## src/design/hsl2rgb_pkg.sv

```systemverilog
// Shared constants, types and hue segment logic for the HSL to RGB converter.
`timescale 1ns / 1ps

package hsl2rgb_pkg;

  localparam int NUM_STAGES  = 7;

  // Q16 fraction scale
  localparam int ONE_Q16     = 65536;
  localparam int HALF_Q16    = 32768;
  localparam int THIRD_Q16   = 21845;

  // Input scales
  localparam int HUE_TURN    = 46080;  // 360 degrees in Q9.7
  localparam int PCT_FULL    = 25600;  // 100 percent in Q8.8

  // Q9.7 hue to Q16 turn: (hue * 128 + 45) / 90
  // Q8.8 percent to Q16:  (pct * 128 + 25) / 50
  localparam int HUE_ROUND   = 45;
  localparam int HUE_DIV     = 90;
  localparam int PCT_ROUND   = 25;
  localparam int PCT_DIV     = 50;

  // Floor reciprocals; the quotient estimate is low by at most one
  localparam int RECIP_SHIFT = 23;
  localparam int HUE_RECIP   = (1 << RECIP_SHIFT) / HUE_DIV;
  localparam int PCT_RECIP   = (1 << RECIP_SHIFT) / PCT_DIV;

  typedef enum logic [1:0] {
    SEG_RAMP,
    SEG_HIGH,
    SEG_LOW
  } hue_seg_e;

  typedef struct packed {
    hue_seg_e    seg;
    logic [16:0] fac;
  } chan_t;

  // Clamp a signed Q8.8 percent to 0..100 percent.
  function automatic logic [14:0] clamp_pct(input logic signed [15:0] raw);
    logic [14:0] res;
    if (raw < 16'sd0) begin
      res = '0;
    end else if (raw > 16'(PCT_FULL)) begin
      res = 15'(PCT_FULL);
    end else begin
      res = raw[14:0];
    end
    return res;
  endfunction

  // Wrap a channel hue into 0..1 turn and pick the segment and ramp factor.
  function automatic chan_t hue_segment(input logic signed [17:0] t_raw);
    logic signed [17:0] t_w;
    logic [16:0]        t;
    logic [19:0]        t6;
    logic [18:0]        t3;
    chan_t              c;
    t_w = t_raw;
    if (t_w < 18'sd0) begin
      t_w = t_w + 18'(ONE_Q16);
    end else if (t_w > 18'(ONE_Q16)) begin
      t_w = t_w - 18'(ONE_Q16);
    end
    t  = t_w[16:0];
    t6 = {3'b000, t} * 20'd6;
    t3 = {2'b00, t} * 19'd3;
    c.fac = '0;
    if (t6 < 20'(ONE_Q16)) begin
      c.seg = SEG_RAMP;
      c.fac = t6[16:0];
    end else if (t < 17'(HALF_Q16)) begin
      c.seg = SEG_HIGH;
    end else if (t3 < 19'(2 * ONE_Q16)) begin
      c.seg = SEG_RAMP;
      c.fac = 17'(20'(4 * ONE_Q16) - t6);
    end else begin
      c.seg = SEG_LOW;
    end
    return c;
  endfunction

endpackage

```

## src/design/hsl_to_rgb_pixel_converter.sv

```systemverilog
// HSL to RGB pixel converter: seven-stage pipeline with valid/stall handshakes.
`timescale 1ns / 1ps

// Converts one color per item from hue (Q9.7 degrees, one wrap of 360 taken off),
// saturation and lightness (Q8.8 percent, clamped to 0..100) into 8-bit red,
// green and blue, with the alpha byte carried alongside unchanged. Throughput
// is one item per clock while stall_i does not back the pipeline up; items pass
// through the seven register stages: clamp and scale, reciprocal multiply,
// quotient correction, q from lightness and saturation, hue segment select,
// ramp multiply, byte scaling. Each stage holds its item only while the stage
// after it is full and stalled, so bubbles close up and stall_o rises only
// when every stage holds an item and stall_i is high. There is no state
// beyond the pipeline; reset only empties it.
module hsl_to_rgb_pixel_converter
  import hsl2rgb_pkg::*;
(
  input  logic        clk_i,
  input  logic        rst_ni,
  // input channel
  input  logic        valid_i,
  output logic        stall_o,
  input  logic [15:0] hue_deg_i,
  input  logic [15:0] saturation_pct_i,
  input  logic [15:0] lightness_pct_i,
  input  logic [7:0]  alpha_in_i,
  // output channel
  output logic        valid_o,
  input  logic        stall_i,
  output logic [7:0]  red_o,
  output logic [7:0]  green_o,
  output logic [7:0]  blue_o,
  output logic [7:0]  alpha_out_o
);

  localparam int LAST = NUM_STAGES - 1;

  // ------------------------------------------------------------------
  // Pipeline control: a stage loads when it is empty or its successor
  // loads in the same cycle.
  // ------------------------------------------------------------------
  logic [NUM_STAGES-1:0] vld_q, vld_d, rdy;

  always_comb begin
    rdy[LAST] = !vld_q[LAST] || !stall_i;
    for (int k = LAST - 1; k >= 0; k--) begin
      rdy[k] = !vld_q[k] || rdy[k+1];
    end
    vld_d = vld_q;
    if (rdy[0]) begin
      vld_d[0] = valid_i;
    end
    for (int k = 1; k < NUM_STAGES; k++) begin
      if (rdy[k]) begin
        vld_d[k] = vld_q[k-1];
      end
    end
  end

  always_ff @(posedge clk_i or negedge rst_ni) begin
    if (!rst_ni) begin
      vld_q <= '0;
    end else begin
      vld_q <= vld_d;
    end
  end

  assign stall_o = !rdy[0];
  assign valid_o = vld_q[LAST];

  // ------------------------------------------------------------------
  // Stage 1: wrap hue, clamp percents, form rounded numerators.
  // ------------------------------------------------------------------
  logic [15:0] hue_w;
  logic [14:0] sat_c, lit_c;
  logic [22:0] s1_xh_d, s1_xh_q;
  logic [21:0] s1_xs_d, s1_xs_q, s1_xl_d, s1_xl_q;
  logic [7:0]  s1_alpha_q;

  always_comb begin
    hue_w   = (hue_deg_i >= 16'(HUE_TURN)) ? hue_deg_i - 16'(HUE_TURN) : hue_deg_i;
    sat_c   = clamp_pct($signed(saturation_pct_i));
    lit_c   = clamp_pct($signed(lightness_pct_i));
    s1_xh_d = {hue_w, 7'b0} + 23'(HUE_ROUND);
    s1_xs_d = {sat_c, 7'b0} + 22'(PCT_ROUND);
    s1_xl_d = {lit_c, 7'b0} + 22'(PCT_ROUND);
  end

  // ------------------------------------------------------------------
  // Stage 2: quotient estimate by reciprocal multiply.
  // ------------------------------------------------------------------
  logic [39:0] prod_h, prod_s, prod_l;
  logic [22:0] s2_xh_q;
  logic [21:0] s2_xs_q, s2_xl_q;
  logic [16:0] s2_qh_q, s2_qs_q, s2_ql_q;
  logic [7:0]  s2_alpha_q;

  always_comb begin
    prod_h = 40'(s1_xh_q) * 40'(HUE_RECIP);
    prod_s = 40'(s1_xs_q) * 40'(PCT_RECIP);
    prod_l = 40'(s1_xl_q) * 40'(PCT_RECIP);
  end

  // ------------------------------------------------------------------
  // Stage 3: correct the estimate by one where the remainder allows.
  // ------------------------------------------------------------------
  logic [23:0] rem_h, rem_s, rem_l;
  logic [16:0] h_d, s_d, l_d;
  logic [16:0] s3_h_q, s3_s_q, s3_l_q;
  logic [7:0]  s3_alpha_q;

  always_comb begin
    rem_h = 24'(s2_xh_q) - 24'(s2_qh_q) * 24'(HUE_DIV);
    rem_s = 24'(s2_xs_q) - 24'(s2_qs_q) * 24'(PCT_DIV);
    rem_l = 24'(s2_xl_q) - 24'(s2_ql_q) * 24'(PCT_DIV);
    h_d   = (rem_h >= 24'(HUE_DIV)) ? s2_qh_q + 17'd1 : s2_qh_q;
    s_d   = (rem_s >= 24'(PCT_DIV)) ? s2_qs_q + 17'd1 : s2_qs_q;
    l_d   = (rem_l >= 24'(PCT_DIV)) ? s2_ql_q + 17'd1 : s2_ql_q;
  end

  // ------------------------------------------------------------------
  // Stage 4: q from lightness and saturation, one shared multiplier.
  // Zero saturation gives q equal to l, so no separate gray path.
  // ------------------------------------------------------------------
  logic        l_low;
  logic [17:0] mul_b;
  logic [34:0] prod_q;
  logic [18:0] rnd_q;
  logic [18:0] q_full;
  logic [16:0] s4_q_q, s4_h_q, s4_l_q;
  logic [7:0]  s4_alpha_q;

  always_comb begin
    l_low  = s3_l_q < 17'(HALF_Q16);
    mul_b  = l_low ? 18'(ONE_Q16) + {1'b0, s3_s_q} : {1'b0, s3_s_q};
    prod_q = 35'(s3_l_q) * 35'(mul_b);
    rnd_q  = 19'((prod_q + 35'(HALF_Q16)) >> 16);
    q_full = l_low ? rnd_q : 19'(s3_l_q) + 19'(s3_s_q) - rnd_q;
  end

  // ------------------------------------------------------------------
  // Stage 5: p, spread, and hue segment for each channel.
  // ------------------------------------------------------------------
  logic signed [18:0] p_d;
  logic signed [18:0] q_s;
  logic        [16:0] d_d;
  logic signed [17:0] h_s;
  chan_t              ch_d [3];
  logic signed [18:0] s5_p_q;
  logic        [16:0] s5_q_q, s5_d_q;
  chan_t              s5_ch_q [3];
  logic        [7:0]  s5_alpha_q;

  always_comb begin
    q_s      = $signed({2'b00, s4_q_q});
    p_d      = $signed({1'b0, s4_l_q, 1'b0}) - q_s;
    d_d      = (q_s > p_d) ? 17'(q_s - p_d) : '0;
    h_s      = $signed({1'b0, s4_h_q});
    ch_d[0]  = hue_segment(h_s + 18'(THIRD_Q16));
    ch_d[1]  = hue_segment(h_s);
    ch_d[2]  = hue_segment(h_s - 18'(THIRD_Q16));
  end

  // ------------------------------------------------------------------
  // Stage 6: ramp multiply and channel select.
  // ------------------------------------------------------------------
  logic        [33:0] prod_r [3];
  logic        [18:0] ramp   [3];
  logic signed [18:0] v_d    [3];
  logic signed [18:0] s6_v_q [3];
  logic        [7:0]  s6_alpha_q;

  always_comb begin
    for (int c = 0; c < 3; c++) begin
      prod_r[c] = 34'(s5_d_q) * 34'(s5_ch_q[c].fac);
      ramp[c]   = 19'((35'(prod_r[c]) + 35'(HALF_Q16)) >> 16);
      unique case (s5_ch_q[c].seg)
        SEG_RAMP: v_d[c] = s5_p_q + $signed({2'b00, ramp[c][16:0]});
        SEG_HIGH: v_d[c] = $signed({2'b00, s5_q_q});
        SEG_LOW:  v_d[c] = s5_p_q;
        default:  v_d[c] = s5_p_q;
      endcase
    end
  end

  // ------------------------------------------------------------------
  // Stage 7: clamp to 0..1 and scale to a rounded byte.
  // ------------------------------------------------------------------
  logic [16:0] v_c   [3];
  logic [24:0] byt_p [3];
  logic [7:0]  byt_d [3];
  logic [7:0]  s7_byte_q [3];
  logic [7:0]  s7_alpha_q;

  always_comb begin
    for (int c = 0; c < 3; c++) begin
      if (s6_v_q[c] < 19'sd0) begin
        v_c[c] = '0;
      end else if (s6_v_q[c] > 19'(ONE_Q16)) begin
        v_c[c] = 17'(ONE_Q16);
      end else begin
        v_c[c] = s6_v_q[c][16:0];
      end
      byt_p[c] = {v_c[c], 8'b0} - 25'(v_c[c]) + 25'(HALF_Q16);
      byt_d[c] = byt_p[c][23:16];
    end
  end

  // ------------------------------------------------------------------
  // Payload registers: load on stage ready, hold otherwise.
  // ------------------------------------------------------------------
  always_ff @(posedge clk_i) begin
    if (rdy[0]) begin
      s1_xh_q    <= s1_xh_d;
      s1_xs_q    <= s1_xs_d;
      s1_xl_q    <= s1_xl_d;
      s1_alpha_q <= alpha_in_i;
    end
    if (rdy[1]) begin
      s2_xh_q    <= s1_xh_q;
      s2_xs_q    <= s1_xs_q;
      s2_xl_q    <= s1_xl_q;
      s2_qh_q    <= prod_h[RECIP_SHIFT +: 17];
      s2_qs_q    <= prod_s[RECIP_SHIFT +: 17];
      s2_ql_q    <= prod_l[RECIP_SHIFT +: 17];
      s2_alpha_q <= s1_alpha_q;
    end
    if (rdy[2]) begin
      s3_h_q     <= h_d;
      s3_s_q     <= s_d;
      s3_l_q     <= l_d;
      s3_alpha_q <= s2_alpha_q;
    end
    if (rdy[3]) begin
      s4_q_q     <= q_full[16:0];
      s4_h_q     <= s3_h_q;
      s4_l_q     <= s3_l_q;
      s4_alpha_q <= s3_alpha_q;
    end
    if (rdy[4]) begin
      s5_p_q     <= p_d;
      s5_q_q     <= s4_q_q;
      s5_d_q     <= d_d;
      s5_ch_q    <= ch_d;
      s5_alpha_q <= s4_alpha_q;
    end
    if (rdy[5]) begin
      s6_v_q     <= v_d;
      s6_alpha_q <= s5_alpha_q;
    end
    if (rdy[6]) begin
      s7_byte_q  <= byt_d;
      s7_alpha_q <= s6_alpha_q;
    end
  end

  assign red_o       = s7_byte_q[0];
  assign green_o     = s7_byte_q[1];
  assign blue_o      = s7_byte_q[2];
  assign alpha_out_o = s7_alpha_q;

endmodule

```

## config.mk

```make
export PLATFORM = sky130hd
export DESIGN_NAME = hsl_to_rgb_pixel_converter
export DESIGN_NICKNAME = d
export VERILOG_FILES = /design/src/design/hsl2rgb_pkg.sv /design/src/design/hsl_to_rgb_pixel_converter.sv
export SDC_FILE = /design/constraint.sdc
export NUM_CORES = 2
export LEC_CHECK = 0
export BUFFER_PORTS_ARGS = -buffer_cell sky130_fd_sc_hd__buf_4
export CAP_MARGIN = 25
export CORE_AREA = 2 2 400 402
export CTS_CLUSTER_DIAMETER = 30
export DETAILED_ROUTE_END_ITERATION = 10
export DIE_AREA = 0 0 402 404
export PLACE_DENSITY = 0.82
export SYNTH_ARGS = -nofsm -noshare
export SYNTH_HDL_FRONTEND = slang
export SYNTH_SLANG_ARGS = --single-unit
```

## constraint.sdc

```tcl
create_clock -name clk_i -period 11.1 [get_ports clk_i]
set_input_delay 2.22 -clock clk_i [delete_from_list [all_inputs] [get_ports clk_i]]
set_output_delay 2.22 -clock clk_i [all_outputs]
set_load 0.02 [all_outputs]
```

### Yosys cells after proc, flatten, opt, wreduce, memory -nomap -nowiden

Cells that the tools add are included.

| storage, ports and cells | value |
|---|---|
| flip-flop bits (word level) | 541 |
| input bits | 60 |
| output and inout bits | 34 |

| operators by class | value |
|---|---|
| $add $sub $neg | 38 |
| multipliers | 16 |
| magnitude comparators | 30 |
| eq/ne operators | 3 |
| multiplexer cells | 39 |
| bitwise operators | 3 |
| reductions and logical operators | 25 |

Operator list:

| cell | count |
|---|---|
| 17-bit 2-to-1 mux | 24 |
| 33-bit by 16-bit adder with 33-bit output (second input constant) | 4 |
| 17-bit by 2-bit multiplier with 19-bit output (second input constant) | 6 |
| 19-bit case mux with 2 select lines | 3 |
| 17-bit by 17-bit multiplier with 33-bit output | 3 |
| 22-bit by 16-bit multiplier with 38-bit output (second input constant) | 2 |
| 24-bit by 16-bit adder with 24-bit output (second input constant) | 3 |
| 24-bit by 17-bit subtractor with 24-bit output | 3 |
| 17-bit by 16-bit < comparator with 1-bit output (second input constant) | 4 |
| 20-bit by 17-bit < comparator with 1-bit output (second input constant) | 3 |
| 15-bit 2-to-1 mux | 4 |
| 19-bit by 18-bit adder with 19-bit output | 3 |
| 19-bit by 18-bit > comparator with 1-bit output (second input constant) | 3 |
| 19-bit by 1-bit < comparator with 1-bit output (second input constant) | 3 |
| 19-bit by 18-bit < comparator with 1-bit output (second input constant) | 3 |
| 17-bit by 1-bit adder with 17-bit output (second input constant) | 3 |
| 1-bit by 17-bit subtractor with 17-bit output (first input constant) | 3 |
| 17-bit subtractor (second input constant) | 3 |
| 24-bit by 6-bit greater-or-equal comparator with 1-bit output (second input constant) | 2 |
| 22-bit by 23-bit subtractor with 24-bit output | 2 |
| 22-bit by 5-bit adder with 22-bit output (second input constant) | 2 |
| 17-bit by 5-bit multiplier with 22-bit output (second input constant) | 2 |
| 23-bit by 16-bit multiplier with 39-bit output (second input constant) | 1 |
| 18-bit > comparator (second input constant) | 2 |
| 30 further kinds | 63 |

### Logic depth before layout (Yosys ltp)

| logic depth | value |
|---|---|
| depth after elaboration | 9 |
| mapped depth | 39 |
| mapped depth without buffers | 37 |

### Least setup slack after synthesis

No wires, ideal clock.

| timing path | value |
|---|---|
| kind | register to register |
| start point | reg s3_l_q[15] |
| end point | reg s4_q_q[16], data pin |
| library setup time | 0.268 ns |
| arrival | 8.412 ns |
| data required time | 10.832 ns |
| path slack | 2.421 ns |
| stages on the path, launching flop included | 37 |
| buffers on the path | 3 |
| clock period less this slack | 8.679 ns |
| cell sequence | edfxtp_1 -> clkbuf_1 -> or2_2 -> clkbuf_1 -> inv_2 -> ha_1 -> clkbuf_1 -> nand2_1 -> fa_1 -> fa_1 -> fa_1 -> inv_1 -> fa_1 -> fa_1 -> inv_1 -> fa_1 -> inv_1 -> ha_1 -> nand3_1 -> a21oi_1 -> a21boi_0 -> o31ai_1 -> nand3b_1 -> a21o_1 -> xor2_1 -> fa_1 -> inv_1 -> ha_1 -> a21oi_1 -> nor3b_1 -> o211ai_1 -> nand3_1 -> a31oi_1 -> a31oi_1 -> xnor2_1 -> nor2_1 -> xnor3_1 |

| between the ends | value |
|---|---|
| longest elaborated chain between the ends | 6 |

RTL lines:

| element | RTL line | text |
|---|---|---|
| start: declaration | hsl_to_rgb_pixel_converter.sv:108 | `logic [16:0] s3_h_q, s3_s_q, s3_l_q;` |
| start signal: assignment | hsl_to_rgb_pixel_converter.sv:230 | `s3_l_q <= l_d;` |
| 17-bit by 16-bit < comparator with 1-bit output | hsl_to_rgb_pixel_converter.sv:133 | `l_low = s3_l_q < 17'(HALF_Q16);` |
| 18-bit 2-to-1 mux | hsl_to_rgb_pixel_converter.sv:134 | `mul_b = l_low ? 18'(ONE_Q16) + {1'b0, s3_s_q} : {1'b0, s3_s_q};` |
| 17-bit by 18-bit multiplier with 33-bit output | hsl_to_rgb_pixel_converter.sv:135 | `prod_q = 35'(s3_l_q) * 35'(mul_b);` |
| 33-bit by 16-bit adder with 33-bit output | hsl_to_rgb_pixel_converter.sv:136 | `rnd_q = 19'((prod_q + 35'(HALF_Q16)) >> 16);` |
| 17-bit subtractor | hsl_to_rgb_pixel_converter.sv:137 | `q_full = l_low ? rnd_q : 19'(s3_l_q) + 19'(s3_s_q) - rnd_q;` |
| 17-bit 2-to-1 mux * | hsl_to_rgb_pixel_converter.sv:137 |  |
| via q_full[16] | hsl_to_rgb_pixel_converter.sv:128 | `logic [18:0] q_full;` |
| end signal: assignment | hsl_to_rgb_pixel_converter.sv:234 | `s4_q_q <= q_full[16:0];` |
| end: declaration | hsl_to_rgb_pixel_converter.sv:129 | `logic [16:0] s4_q_q, s4_h_q, s4_l_q;` |

The timed path passes the listed nets; every way through them passes the cells marked *.
A chain may end at the register's enable or synchronous reset.

==> out/metrics.csv <==
stage;metric;value;unit
route;Routed WL per cell;19.3;um
timing;clk_skew;0.0623;ns
setup_path;type of the worst setup path;reg -> reg;
setup_path;worst stage delay on the critical path;0.83;ns
timing;Final Hold Violating Endpoints;0;
clock_network;clock-pin slew on the worst setup and hold paths;0.05;ns
cells_and_area;Net count, final;11700;
logic_synthesis;Simple-Gate Fraction of Synth Area;13.9;%
logic_synthesis;cell types with the largest area share after synthesis;fa_1 28%, ha_1 19%, edfxtp_1 17%;
logic_synthesis;fraction of synthesized cell area in xor and xnor cells;4.27;%
floorplanning;x dimension of the die;402;um
setup_path;setup slack of the most critical reg-to-reg path;1.29;ns
route;number of vias per cell after detailed routing;5.69;
route;drt initial violations;5046;
timing;number of max-slew violations in the final report;0;
run_status;status;finished, final reports clean;
global_routing;all-layer global routing usage;27.2;%
timing;Setup TNS;0;ns
worst_hold_path;Min-Delay Path Class;reg -> reg;
clock_network;number of clock sinks;494;
timing;clock period minus final worst setup slack;9.81;ns
global_routing;number of antenna violations at the first check in global routing;3;
placement;weighted congestion reported at the end of routability-driven placement;0.944;
floorplanning;std cell rows;146;
timing;worst slew margin relative to its limit;31.5;%
route;post-route antenna net violation count;0;
logic_synthesis;top post-synthesis cells by count;1,911 x inv_1, 1,285 x ha_1, 1,212 x fa_1;
cells_and_area;register with the most flip-flops;s6_v_q;
logic_synthesis;synthesized area divided by synthesized cell count;9.49;um2
clock_network;root buf cell;clkbuf_16;
cells_and_area;register area;14800;um2
logic_synthesis;fraction of the mapped netlist area in adder cells;46.6;%
floorplanning;Starting Density;54.8;%
timing;maximum clock rate;0.102;GHz
cells_and_area;share of layout cells above drive strength 1;5.00;%
cells_and_area;flip-flop count of the largest register, all copies and words added;57;
logic_synthesis;number of enable flip-flop cells after synthesis;487;
logic_synthesis;sequential cell area fraction in the yosys report;17.1;%
logic_synthesis;dominant cell by count in the synthesized netlist;inv_1;
setup_path;endpoint arrival time on the critical path;10.26;ns
logic_synthesis;dominant cell type by area after synthesis;fa_1;
global_routing;GRT overflow;0;
logic_synthesis;number of synthesized register bits;494;
logic_synthesis;warnings from Yosys;0;
route;total number of vias;64600;
logic_synthesis;fraction of synthesized cell area taken by the top area cell type;28.0;%
setup_path;element type at the critical path end;register;
global_routing;maximum number of pins on one net before global-route repair;66;
clock_network;post-cts gate resize count;0;
clock_network;clock tree from TritonCTS;done;
placement;Post-DP HPWL;173000;um
logic_synthesis;ys async rst share;1.42;%
setup_path;critical-path cell with the highest stage delay;edfxtp_1;
setup_path;Worst Path Max Fanout;28;
route;total wire length after detailed routing;219000;um
logic_synthesis;Synth Flop Type;edfxtp_1;
timing;final period utilization;88.4;%
timing;Final Setup Violations;0;
clock_network;worst-skew pair later-pin latency;0.77;ns
job;total of max-cap violations;0;
floorplanning;# IOs;94;
route;iteration count of the initial detailed-routing pass;8;
cells_and_area;largest registers;s6_v_q (57), s5_ch_q (54), s5_p_q (19);
timing;RSZ-0062 raised after global routing;no;
cells_and_area;multi-input combinational cell area;63700;um2
clock_network;number of buffers created by CTS;120;
logic_synthesis;area fraction in compound gates after synthesis;7.95;%
setup_path;data required time of the critical path;11.55;ns
floorplanning;vertical die dimension;404;um
route;DRC violation count after routing;0;
cells_and_area;number of inserted filler cells in the final layout;12900;
logic_synthesis;number of standard cells after synthesis;9122;
clock_network;H-tree levels;3;
floorplanning;die area;162000;um2
logic_synthesis;number of library cell types mapped by synthesis;101;
setup_path;Setup crit start kind;register;
logic_synthesis;netlist area before placement;86500;um2
global_routing;vias in the first global route;68200;
logic_synthesis;multiplexer share of the synthesized area;0.716;%
setup_path;Crit path top cell by count;fa_1;
global_routing;first-pass GRT wire length;352000;um
floorplanning;placeable core area;158000;um2
cells_and_area;Layout area overhead;8.19;%
clock_network;Setup Buffers After CTS;0;
placement;PortBufs;93;
clock_network;hold buffers post-CTS;0;
timing;transition time at the pin with the least slew margin;1.03;ns
clock_network;Max Buffers Root-to-Sink;3;
logic_synthesis;dominant combinational cell family by area after synthesis;adder cells;
-- final timing paths --
check / to / cells after the start / from
min in group asynchronous: vld_q[0]$_DFFE_PN0N_ / 1 / rst_ni
max reg2reg: s6_v_q[55]$_DFFE_PP_ / 31 / s5_d_q[4]$_SDFFCE_PP0P_
max: s6_v_q[55]$_DFFE_PP_ / 31 / s5_d_q[4]$_SDFFCE_PP0P_
max in group asynchronous: vld_q[4]$_DFFE_PN0P_ / 1 / rst_ni
min: s2_alpha_q[3]$_DFFE_PP_ / 0 / s1_alpha_q[3]$_DFFE_PN_
min reg2reg: s2_alpha_q[3]$_DFFE_PP_ / 0 / s1_alpha_q[3]$_DFFE_PN_
-- area by class of cell --
cell class | instances | area share (%)
diodes | 2 | 0.00535
multi-input cells | 6501 | 68.1
inverters | 1923 | 7.71
well taps | 2072 | 2.77
clock buffers | 130 | 3.29
flip-flops and latches | 494 | 15.8
clock inverters | 96 | 1.19
repair buffers | 143 | 1.14
-- layout by cell type, fill, tap and decap left out, types with 57 or more instances in the layout --
cell type / Yosys / routed
inv_1: 1911 / 1909
ha_1: 1285 / 1285
fa_1: 1212 / 1212
nand2_1: 834 / 832
edfxtp_1: 487 / 487
and2_1: 466 / 466
nor2_1: 456 / 456
a21oi_1: 298 / 297
xnor2_1: 279 / 279
o21ai_0: 206 / 206
buf_4: 5 / 142
xor2_1: 140 / 140
clkbuf_16: 0 / 122
nor3_1: 119 / 119
a21o_1: 105 / 105
nand3_1: 105 / 104
nand2b_1: 78 / 78
o21a_1: 57 / 57
-- cell families after synthesis --
family / Yosys count
flops: 494
buf+inv: 2161
simple gates: 2440
mux: 57
other cells: 2
compound gates: 1051
fa+ha+maj: 2497
xor+xnor: 420
-- worst max-delay path, delay by kind of cell (launching register included) --
family | cells | cell delay (ns)
flip-flops | 1 | 0.83
XOR/XNOR | 1 | 0.07
AO/OA/AOI/OAI | 13 | 3.53
multiplexers | 1 | 0.28
buffers and inverters | 4 | 0.63
AND/OR/NAND/NOR | 4 | 0.93
adder cells (fa/ha/maj) | 8 | 3.23
-- metrics by stage --
step	cell area [um2]	instances	setup WS [ns]	utilization [%]	hold WS, ns
final	93600	11400	1.29	59.3	0.416
after global routing	93600	11400	0.948	59.3	0.421
after CTS	93600	11400	1.43	59.3	0.413
after detailed placement	89400	11100	1.50	56.6	0.405
after global placement	89400	11100	1.57	56.6	0.401
after floorplan	86700	9156	2.42	-	0.400
-- per-layer routing --
layer	track usage, %	wire [um]	up-vias
met1	33.3	84100	31900
li1	-	-	29500
met5	0	13	-
met2	46.9	107000	2598
met4	13.0	11700	2
met3	4.56	16800	668
Power is not shown: default switching activity piles up to over one toggle a cycle in this logic, so the estimate is an artifact.
